<file path="src/hdl/sfp_pkg.sv">
// Shared types and constants for the serial frame parser.
// Used by the channel interfaces, the CRC unit and the top level. No dependencies.
package sfp_pkg;

   localparam int ByteWidth         = 8;
   localparam int CrcWidth          = 16;
   localparam int TallyWidth        = 32;
   localparam int CountWidthDefault = 32;
   localparam int CsrIndexWidth     = 2;

   localparam logic [CrcWidth-1:0]  CrcInit = 16'hFFFF;
   localparam logic [CrcWidth-1:0]  CrcPoly = 16'hA001;

   localparam logic [ByteWidth-1:0] SyncFirstReset  = 8'hAA;
   localparam logic [ByteWidth-1:0] SyncSecondReset = 8'h55;
   localparam logic [ByteWidth-1:0] MaxLenReset     = 8'd64;

   typedef enum logic [CsrIndexWidth-1:0] {
      CSR_SYNC_FIRST  = 2'd0,
      CSR_SYNC_SECOND = 2'd1,
      CSR_MAX_LEN     = 2'd2
   } csr_index_type;

   typedef enum logic [2:0] {
      PH_SYNC1 = 3'd0,
      PH_SYNC2 = 3'd1,
      PH_ID    = 3'd2,
      PH_SEQ   = 3'd3,
      PH_LEN   = 3'd4,
      PH_DATA  = 3'd5,
      PH_CRCL  = 3'd6,
      PH_CRCH  = 3'd7
   } phase_type;

   typedef struct packed {
      logic                  data_valid;
      logic [ByteWidth-1:0]  data_byte;
      logic [ByteWidth-1:0]  data_index;
      logic                  frame_good;
      logic                  crc_error;
      logic [ByteWidth-1:0]  msg_id;
      logic [ByteWidth-1:0]  seq_num;
      logic [ByteWidth-1:0]  payload_len;
      logic [TallyWidth-1:0] resync_count;
      logic [TallyWidth-1:0] bad_len_count;
      logic [TallyWidth-1:0] crc_err_count;
      logic [TallyWidth-1:0] frame_count;
   } result_type;

endpackage

</file>
<file path="src/hdl/sfp_channels.sv">
// Valid/ready channel interfaces for the serial frame parser: byte in, result out, CSR write.
// Depends on sfp_pkg.
interface sfp_req_if;
   import sfp_pkg::*;
   logic                 valid;
   logic                 ready;
   logic [ByteWidth-1:0] in_byte;

   modport source (output valid, output in_byte, input ready);
   modport sink   (input valid, input in_byte, output ready);
endinterface

interface sfp_rsp_if;
   import sfp_pkg::*;
   logic                  valid;
   logic                  ready;
   logic                  data_valid;
   logic [ByteWidth-1:0]  data_byte;
   logic [ByteWidth-1:0]  data_index;
   logic                  frame_good;
   logic                  crc_error;
   logic [ByteWidth-1:0]  msg_id;
   logic [ByteWidth-1:0]  seq_num;
   logic [ByteWidth-1:0]  payload_len;
   logic [TallyWidth-1:0] resync_count;
   logic [TallyWidth-1:0] bad_len_count;
   logic [TallyWidth-1:0] crc_err_count;
   logic [TallyWidth-1:0] frame_count;

   modport source (output valid, output data_valid, output data_byte, output data_index,
                   output frame_good, output crc_error, output msg_id, output seq_num,
                   output payload_len, output resync_count, output bad_len_count,
                   output crc_err_count, output frame_count, input ready);
   modport sink   (input valid, input data_valid, input data_byte, input data_index,
                   input frame_good, input crc_error, input msg_id, input seq_num,
                   input payload_len, input resync_count, input bad_len_count,
                   input crc_err_count, input frame_count, output ready);
endinterface

interface sfp_csr_if;
   import sfp_pkg::*;
   logic                     valid;
   logic                     ready;
   logic [CsrIndexWidth-1:0] index;
   logic [ByteWidth-1:0]     data;

   modport source (output valid, output index, output data, input ready);
   modport sink   (input valid, input index, input data, output ready);
endinterface

</file>
<file path="src/hdl/sfp_crc_byte.sv">
// One-byte update of the reflected CRC16/Modbus (poly 0xA001).
// Combinational; depends on sfp_pkg.
module sfp_crc_byte (
   input  logic [sfp_pkg::CrcWidth-1:0]  crc_cur,
   input  logic [sfp_pkg::ByteWidth-1:0] data,
   output logic [sfp_pkg::CrcWidth-1:0]  crc_next
);
   import sfp_pkg::*;

   logic [CrcWidth-1:0] c;

   always_comb begin
      c = crc_cur ^ {{(CrcWidth-ByteWidth){1'b0}}, data};
      for (int k = 0; k < ByteWidth; k++) begin
         if (c[0]) begin
            c = (c >> 1) ^ CrcPoly;
         end else begin
            c = c >> 1;
         end
      end
      crc_next = c;
   end

endmodule

</file>
<file path="src/hdl/serial_frame_parser_crc16.sv">
// Serial frame parser: sync hunt, header, streamed payload, CRC16/Modbus check.
// Depends on sfp_pkg, sfp_channels and sfp_crc_byte.
//
// Use:
//   req_bus  carries one received byte per transaction (in_byte).
//   rsp_bus  returns exactly one result per accepted byte: the payload byte
//            and its index when the byte was payload, frame good / CRC error
//            on the last CRC byte, the current header fields and the four
//            event counters after that byte.
//   csr_bus  writes sync_first (0), sync_second (1) and max_payload_len (2);
//            always ready, other indices are ignored.
// Result: the result of a byte is on rsp_bus in the cycle after it is taken.
// Throughput: one byte per cycle while results are taken; the parser state and the CRC byte update
//   sit between the input handshake and a single result register.
// Reset: parser back to the first-sync hunt, counters and CRC cleared,
//   registers to 0xAA, 0x55 and 64, no result pending.
// Stall: while a result waits and rsp_bus.ready is low, req_bus.ready is low;
//   a byte is taken in the same cycle the waiting result leaves.
// Counters are COUNT_WIDTH bits wide and wrap; the low 32 bits are shown.
module serial_frame_parser_crc16 #(
   parameter int COUNT_WIDTH = sfp_pkg::CountWidthDefault
) (
   input  logic      clock,
   input  logic      reset,
   sfp_req_if.sink   req_bus,
   sfp_rsp_if.source rsp_bus,
   sfp_csr_if.sink   csr_bus
);
   import sfp_pkg::*;

   localparam int WideWidth = (COUNT_WIDTH > TallyWidth) ? COUNT_WIDTH : TallyWidth;

   logic [ByteWidth-1:0]   sync_first_ff, sync_second_ff, max_len_ff;

   phase_type              phase_ff, phase_in;
   logic [CrcWidth-1:0]    crc_ff, crc_in, crc_upd;
   logic [ByteWidth-1:0]   crc_low_ff, crc_low_in;
   logic [ByteWidth-1:0]   msg_id_ff, msg_id_in;
   logic [ByteWidth-1:0]   seq_ff, seq_in;
   logic [ByteWidth-1:0]   len_ff, len_in;
   logic [ByteWidth-1:0]   index_ff, index_in, index_inc;
   logic [COUNT_WIDTH-1:0] resync_ff, resync_in;
   logic [COUNT_WIDTH-1:0] bad_len_ff, bad_len_in;
   logic [COUNT_WIDTH-1:0] crc_err_ff, crc_err_in;
   logic [COUNT_WIDTH-1:0] good_ff, good_in;

   logic                   rsp_valid_ff;
   result_type             rsp_ff, rsp_in;

   logic                   accept;
   logic [ByteWidth-1:0]   b;
   logic [WideWidth-1:0]   resync_w, bad_len_w, crc_err_w, good_w;

   assign b             = req_bus.in_byte;
   assign req_bus.ready = !rsp_valid_ff || rsp_bus.ready;
   assign accept        = req_bus.valid && req_bus.ready;
   assign csr_bus.ready = 1'b1;
   assign index_inc     = index_ff + ByteWidth'(1);

   sfp_crc_byte u_crc (
      .crc_cur  (crc_ff),
      .data     (b),
      .crc_next (crc_upd)
   );

   // configuration registers
   always_ff @(posedge clock) begin
      if (reset) begin
         sync_first_ff  <= SyncFirstReset;
         sync_second_ff <= SyncSecondReset;
         max_len_ff     <= MaxLenReset;
      end else if (csr_bus.valid) begin
         unique case (csr_bus.index)
            CSR_SYNC_FIRST:  sync_first_ff  <= csr_bus.data;
            CSR_SYNC_SECOND: sync_second_ff <= csr_bus.data;
            CSR_MAX_LEN:     max_len_ff     <= csr_bus.data;
            default: ;
         endcase
      end
   end

   // next state and result for the byte on req_bus
   always_comb begin
      phase_in   = phase_ff;
      crc_in     = crc_ff;
      crc_low_in = crc_low_ff;
      msg_id_in  = msg_id_ff;
      seq_in     = seq_ff;
      len_in     = len_ff;
      index_in   = index_ff;
      resync_in  = resync_ff;
      bad_len_in = bad_len_ff;
      crc_err_in = crc_err_ff;
      good_in    = good_ff;
      rsp_in     = '0;

      unique case (phase_ff)
         PH_SYNC1: begin
            if (b == sync_first_ff) begin
               phase_in = PH_SYNC2;
            end else begin
               resync_in = resync_ff + COUNT_WIDTH'(1);
            end
         end
         PH_SYNC2: begin
            if (b == sync_second_ff) begin
               phase_in = PH_ID;
               crc_in   = CrcInit;
            end else if (b == sync_first_ff) begin
               resync_in = resync_ff + COUNT_WIDTH'(1);
            end else begin
               resync_in = resync_ff + COUNT_WIDTH'(1);
               phase_in  = PH_SYNC1;
            end
         end
         PH_ID: begin
            msg_id_in = b;
            crc_in    = crc_upd;
            phase_in  = PH_SEQ;
         end
         PH_SEQ: begin
            seq_in   = b;
            crc_in   = crc_upd;
            phase_in = PH_LEN;
         end
         PH_LEN: begin
            len_in   = b;
            crc_in   = crc_upd;
            index_in = '0;
            if (b > max_len_ff) begin
               bad_len_in = bad_len_ff + COUNT_WIDTH'(1);
               phase_in   = PH_SYNC1;
            end else if (b == '0) begin
               phase_in = PH_CRCL;
            end else begin
               phase_in = PH_DATA;
            end
         end
         PH_DATA: begin
            rsp_in.data_valid = 1'b1;
            rsp_in.data_byte  = b;
            rsp_in.data_index = index_ff;
            crc_in            = crc_upd;
            index_in          = index_inc;
            if (index_inc >= len_ff) begin
               phase_in = PH_CRCL;
            end
         end
         PH_CRCL: begin
            crc_low_in = b;
            phase_in   = PH_CRCH;
         end
         PH_CRCH: begin
            phase_in = PH_SYNC1;
            if ({b, crc_low_ff} == crc_ff) begin
               good_in           = good_ff + COUNT_WIDTH'(1);
               rsp_in.frame_good = 1'b1;
            end else begin
               crc_err_in       = crc_err_ff + COUNT_WIDTH'(1);
               rsp_in.crc_error = 1'b1;
            end
         end
      endcase

      resync_w  = WideWidth'(resync_in);
      bad_len_w = WideWidth'(bad_len_in);
      crc_err_w = WideWidth'(crc_err_in);
      good_w    = WideWidth'(good_in);

      rsp_in.msg_id        = msg_id_in;
      rsp_in.seq_num       = seq_in;
      rsp_in.payload_len   = len_in;
      rsp_in.resync_count  = resync_w[TallyWidth-1:0];
      rsp_in.bad_len_count = bad_len_w[TallyWidth-1:0];
      rsp_in.crc_err_count = crc_err_w[TallyWidth-1:0];
      rsp_in.frame_count   = good_w[TallyWidth-1:0];
   end

   always_ff @(posedge clock) begin
      if (reset) begin
         phase_ff   <= PH_SYNC1;
         crc_ff     <= '0;
         crc_low_ff <= '0;
         msg_id_ff  <= '0;
         seq_ff     <= '0;
         len_ff     <= '0;
         index_ff   <= '0;
         resync_ff  <= '0;
         bad_len_ff <= '0;
         crc_err_ff <= '0;
         good_ff    <= '0;
      end else if (accept) begin
         phase_ff   <= phase_in;
         crc_ff     <= crc_in;
         crc_low_ff <= crc_low_in;
         msg_id_ff  <= msg_id_in;
         seq_ff     <= seq_in;
         len_ff     <= len_in;
         index_ff   <= index_in;
         resync_ff  <= resync_in;
         bad_len_ff <= bad_len_in;
         crc_err_ff <= crc_err_in;
         good_ff    <= good_in;
      end
   end

   // result register
   always_ff @(posedge clock) begin
      if (reset) begin
         rsp_valid_ff <= 1'b0;
      end else if (accept) begin
         rsp_valid_ff <= 1'b1;
      end else if (rsp_bus.ready) begin
         rsp_valid_ff <= 1'b0;
      end
   end

   always_ff @(posedge clock) begin
      if (accept) begin
         rsp_ff <= rsp_in;
      end
   end

   assign rsp_bus.valid         = rsp_valid_ff;
   assign rsp_bus.data_valid    = rsp_ff.data_valid;
   assign rsp_bus.data_byte     = rsp_ff.data_byte;
   assign rsp_bus.data_index    = rsp_ff.data_index;
   assign rsp_bus.frame_good    = rsp_ff.frame_good;
   assign rsp_bus.crc_error     = rsp_ff.crc_error;
   assign rsp_bus.msg_id        = rsp_ff.msg_id;
   assign rsp_bus.seq_num       = rsp_ff.seq_num;
   assign rsp_bus.payload_len   = rsp_ff.payload_len;
   assign rsp_bus.resync_count  = rsp_ff.resync_count;
   assign rsp_bus.bad_len_count = rsp_ff.bad_len_count;
   assign rsp_bus.crc_err_count = rsp_ff.crc_err_count;
   assign rsp_bus.frame_count   = rsp_ff.frame_count;

endmodule

</file>
<file path="src/flat_wrapper.sv">
// flat-port wrapper written by rule: the top's interface ports become plain ports
module serial_frame_parser_crc16_flat import sfp_pkg::*;
#(
   parameter int COUNT_WIDTH = sfp_pkg::CountWidthDefault
)
  (clock, reset, req_bus_valid, req_bus_in_byte, req_bus_ready, rsp_bus_valid, rsp_bus_data_valid, rsp_bus_data_byte, rsp_bus_data_index, rsp_bus_frame_good, rsp_bus_crc_error, rsp_bus_msg_id, rsp_bus_seq_num, rsp_bus_payload_len, rsp_bus_resync_count, rsp_bus_bad_len_count, rsp_bus_crc_err_count, rsp_bus_frame_count, rsp_bus_ready, csr_bus_valid, csr_bus_index, csr_bus_data, csr_bus_ready);
  sfp_req_if req_bus_i ();
  sfp_rsp_if rsp_bus_i ();
  sfp_csr_if csr_bus_i ();
  input  logic clock;
  input  logic reset;
  input wire logic [$bits(req_bus_i.valid)-1:0] req_bus_valid;
  input wire logic [$bits(req_bus_i.in_byte)-1:0] req_bus_in_byte;
  output wire logic [$bits(req_bus_i.ready)-1:0] req_bus_ready;
  output wire logic [$bits(rsp_bus_i.valid)-1:0] rsp_bus_valid;
  output wire logic [$bits(rsp_bus_i.data_valid)-1:0] rsp_bus_data_valid;
  output wire logic [$bits(rsp_bus_i.data_byte)-1:0] rsp_bus_data_byte;
  output wire logic [$bits(rsp_bus_i.data_index)-1:0] rsp_bus_data_index;
  output wire logic [$bits(rsp_bus_i.frame_good)-1:0] rsp_bus_frame_good;
  output wire logic [$bits(rsp_bus_i.crc_error)-1:0] rsp_bus_crc_error;
  output wire logic [$bits(rsp_bus_i.msg_id)-1:0] rsp_bus_msg_id;
  output wire logic [$bits(rsp_bus_i.seq_num)-1:0] rsp_bus_seq_num;
  output wire logic [$bits(rsp_bus_i.payload_len)-1:0] rsp_bus_payload_len;
  output wire logic [$bits(rsp_bus_i.resync_count)-1:0] rsp_bus_resync_count;
  output wire logic [$bits(rsp_bus_i.bad_len_count)-1:0] rsp_bus_bad_len_count;
  output wire logic [$bits(rsp_bus_i.crc_err_count)-1:0] rsp_bus_crc_err_count;
  output wire logic [$bits(rsp_bus_i.frame_count)-1:0] rsp_bus_frame_count;
  input wire logic [$bits(rsp_bus_i.ready)-1:0] rsp_bus_ready;
  input wire logic [$bits(csr_bus_i.valid)-1:0] csr_bus_valid;
  input wire logic [$bits(csr_bus_i.index)-1:0] csr_bus_index;
  input wire logic [$bits(csr_bus_i.data)-1:0] csr_bus_data;
  output wire logic [$bits(csr_bus_i.ready)-1:0] csr_bus_ready;
  assign req_bus_i.valid = req_bus_valid;
  assign req_bus_i.in_byte = req_bus_in_byte;
  assign req_bus_ready = req_bus_i.ready;
  assign rsp_bus_valid = rsp_bus_i.valid;
  assign rsp_bus_data_valid = rsp_bus_i.data_valid;
  assign rsp_bus_data_byte = rsp_bus_i.data_byte;
  assign rsp_bus_data_index = rsp_bus_i.data_index;
  assign rsp_bus_frame_good = rsp_bus_i.frame_good;
  assign rsp_bus_crc_error = rsp_bus_i.crc_error;
  assign rsp_bus_msg_id = rsp_bus_i.msg_id;
  assign rsp_bus_seq_num = rsp_bus_i.seq_num;
  assign rsp_bus_payload_len = rsp_bus_i.payload_len;
  assign rsp_bus_resync_count = rsp_bus_i.resync_count;
  assign rsp_bus_bad_len_count = rsp_bus_i.bad_len_count;
  assign rsp_bus_crc_err_count = rsp_bus_i.crc_err_count;
  assign rsp_bus_frame_count = rsp_bus_i.frame_count;
  assign rsp_bus_i.ready = rsp_bus_ready;
  assign csr_bus_i.valid = csr_bus_valid;
  assign csr_bus_i.index = csr_bus_index;
  assign csr_bus_i.data = csr_bus_data;
  assign csr_bus_ready = csr_bus_i.ready;
  serial_frame_parser_crc16 #(.COUNT_WIDTH(COUNT_WIDTH)) u_core (.clock(clock), .reset(reset), .req_bus(req_bus_i), .rsp_bus(rsp_bus_i), .csr_bus(csr_bus_i));
endmodule
</file>
<file path="config.mk">
export PLATFORM = sky130hd
export DESIGN_NAME = serial_frame_parser_crc16_flat
export DESIGN_NICKNAME = d
export VERILOG_FILES = /design/src/hdl/sfp_pkg.sv /design/src/hdl/sfp_channels.sv /design/src/hdl/sfp_crc_byte.sv /design/src/hdl/serial_frame_parser_crc16.sv /design/src/flat_wrapper.sv
export SDC_FILE = /design/constraint.sdc
export NUM_CORES = 1
export LEC_CHECK = 0
export BUFFER_PORTS_ARGS = -buffer_cell sky130_fd_sc_hd__buf_2
export CAP_MARGIN = 20
export CORE_ASPECT_RATIO = 0.75
export CORE_MARGIN = 1.5
export CORE_UTILIZATION = 44
export DETAILED_ROUTE_END_ITERATION = 10
export PLACE_DENSITY = 0.68
export SKIP_CTS_REPAIR_TIMING = 1
export SLEW_MARGIN = 20
export SYNTH_ARGS = -nofsm -noshare
export SYNTH_HDL_FRONTEND = slang
export SYNTH_SLANG_ARGS = --single-unit
</file>
<file path="constraint.sdc">
create_clock -name clock -period 6 [get_ports clock]
set_input_delay 0 -clock clock [delete_from_list [all_inputs] [get_ports clock]]
set_output_delay 0 -clock clock [all_outputs]
set_load 0.03 [all_outputs]
</file>
==> metrics <==
status finished with violations; failing checks hold timing; post-synth top area share 0.2859; post-route cell area between 20000 and 25000 um2; die height roughly 180 um; Sink Count about 380; Primary FF master, synth dfxtp_1; largest net degree at the start of global routing a little over 100; worst r2r src u_core.rsp_bus.valid$_SDFFE_PP0P_; layout cells sized above 1 0.1603; period utilisation layout 0.5561; sum of negative setup slack 0 ps; RSZ-0062 raised after global routing no; worst r2r dst u_core.resync_ff[21]$_SDFFE_PP0P_; CTS Buffer Depth 3; clk_lat worst skew between 500 and 600 ps; Crit. End Element flop; Cells after Synth ~1800; Hold WC Path Type primary input to flop; WL/cell 17.50 um; Final ANT Viol Nets 0; gpl congestion 0.8430; Ys Warns 0; std cell rows 63; Reg clk slew, reported paths about 60 ps; Hold WS -30.28 ps; clk_skew approximately 24 ps; Setup CP Type flop to flop; top-count cell post-synth dfxtp_1; pre-CTS setup slack 2702 ps; drt total wl between 40000 and 50000 um; CP startpoint u_core.rsp_bus.valid$_SDFFE_PP0P_; CTS buffer count 40; vias in the first global route about 13000; Initial Utilization 0.4503; Cell Count, Final, Fillers Out ~2500; Post-DP Area about 19000 um2; Ports approximately 200; nets about 2000; P per Cell Area about 270 nW/um2; Root Driver clkbuf_16; CP max FO 80; CP arrival around 3800 ps; main area contributors after synthesis edfxtp_1 (29%), dfxtp_1 (24%), xor2_1 (6.0%); CTS H-tree lvls 2; first-pass GRT wire length between 60000 and 70000 um; Final Hold Vio Count 12; top post-synthesis cells by count dfxtp_1 (212), nor2_1 (197), edfxtp_1 (171), nand2_1 (143), xor2_1 (123); FF-to-FF path depth 8; ANT cells 0; post-detail-place hpwl roughly 29000 um; Least-Margin Pin Slew ~1100 ps; DR iter-0 viols around 1000; vias per cell between 5 and 6; Seq/Total Area, Yosys 0.5222; min Tclk post-route between 3000 and 4000 ps; Post-synth EDFFs around 170; Worst Path Required approximately 6500 ps; Final setup viols 0; Yosys reg bits about 380; Setup crit start kind flop; Reg2Reg Setup Slack 2660 ps; via count between 10000 and 15000; Leakage ~8 nW; Slew Limit Fails 0; die span in x about 240 um; syn_area_per_cell roughly 10 um2; core area between 30000 and 40000 um2; synthesized area ~18000 um2; most area-hungry cell type in the Yosys netlist edfxtp_1; VDD IR max between 0.00015 and 0.0002 V; initial antenna violation count 0; placed insts 2414; global route overflow 0; post-synth cell types 67; drt pass-1 iters 5; die area approximately 42000 um2; fmax roughly 0.3 GHz; synthesis-to-finish area growth 15.37%; max-cap viol count 0; worst setup margin 2663 ps; capture point of the worst path u_core.resync_ff[21]$_SDFFE_PP0P_; Rel. slew slack 0.2667; total track usage 0.2032; fraction of registers with async set/reset 0; # port buffers roughly 200; synthesized net count approximately 1800; CTS tree built; DRC 0
==> layout by cell type (no fill, tap or decap), types with 9 or more instances in the layout <==
cell,n
dfxtp_1,212
nor2_1,197
buf_2,194
edfxtp_1,171
nand2_1,142
xor2_1,123
xnor2_1,116
a21oi_1,90
nand3_1,59
nor3_1,58
nand4_1,47
and3_1,44
inv_1,43
o21ai_0,42
nor4_1,41
clkbuf_16,41
or4_1,35
mux2i_1,35
or3_1,33
o31ai_1,29
ha_1,21
dlygate4sd3_1,19
mux2_2,18
a211oi_1,14
clkbuf_1,14
buf_4,14
and4_1,10
o221a_2,10
and2_1,9
or2_2,9
==> how the worst min path moves through the flow <==
stage	start	endpoint	slack, ps	cells after the start
after floorplan	csr_bus_data[0]	u_core.sync_second_ff[0]$_SDFFE_PP1P_	130	2
after global placement	csr_bus_data[7]	u_core.sync_first_ff[7]$_SDFFE_PP1P_	250	3
after detailed placement	csr_bus_data[6]	u_core.sync_second_ff[6]$_SDFFE_PP1P_	260	3
after CTS	csr_bus_data[6]	u_core.sync_second_ff[6]$_SDFFE_PP1P_	-300	3
after global routing	reset	u_core.good_ff[14]$_SDFFE_PP0P_	6	2
final	req_bus_in_byte[5]	u_core.crc_low_ff[5]$_SDFFE_PP0P_	-30	3
==> area by class of cell <==
cell class,count,area [um2]
Clock inverter,14,141.4
Clock buffer,57,1106
Tap cell,520,650.6
Multi-Input combinational cell,1257,7991
Fill cell,3564,19160
Sequential cell,383,9379
Inverter,45,176.4
Timing Repair Buffer,228,1277
==> critical path: stages (launching register included) <==
cell      delay (ps)
dfxtp_1          310
nand2b_1         170
nand2_2           70
buf_4            340
inv_8            500
nand2_1          630
or3_1            570
or4_1            480
a21oi_1          150
==> metrics by stage <==
stage | total power [mW] | utilization
after floorplan | 3.164 | -
after global placement | 3.276 | 0.4832
after detailed placement | 3.282 | 0.4834
after CTS | 5.696 | 0.5147
after global routing | 5.841 | 0.5195
final | 5.651 | 0.5195
==> cells by family (layout without fill, tap and decap cells) <==
group | after synthesis | in the layout | share of synthesized area
simple gates | 719 | 719 | 0.2021
flops | 383 | 383 | 0.5222
xor+xnor | 240 | 240 | 0.1178
compound gates | 223 | 223 | 0.07781
buf+inv | 150 | 344 | 0.03455
mux | 53 | 53 | 0.03079
fa+ha+maj | 21 | 21 | 0.01463
other cells | 1 | 1 | 0.0002088
==> registers in the layout (all words and copies together) (netlist names), 16 cells and up <==
register and count:
u_core.rsp_bus.bad_len_count 32, u_core.rsp_bus.frame_count 32, u_core.rsp_bus.crc_err_count 32, u_core.crc_ff 16, u_core.resync_ff 32, u_core.good_ff 32
u_core.bad_len_ff 32, u_core.crc_err_ff 32, u_core.rsp_bus.resync_count 32
==> report_power, final <==
group          switching [mW]  internal [mW]
registers              0.0273           2.80
logic                   0.301          0.109
clock network            1.01           1.41
==> layer usage <==
metal | track usage | wire (um)
met2 | 0.3181 | 19790
met4 | 0.06277 | 1008
met5 | 0 | 0
met3 | 0.03513 | 2463
met1 | 0.2875 | 20550
No activity file was read; power rests on OpenSTA's default activity.
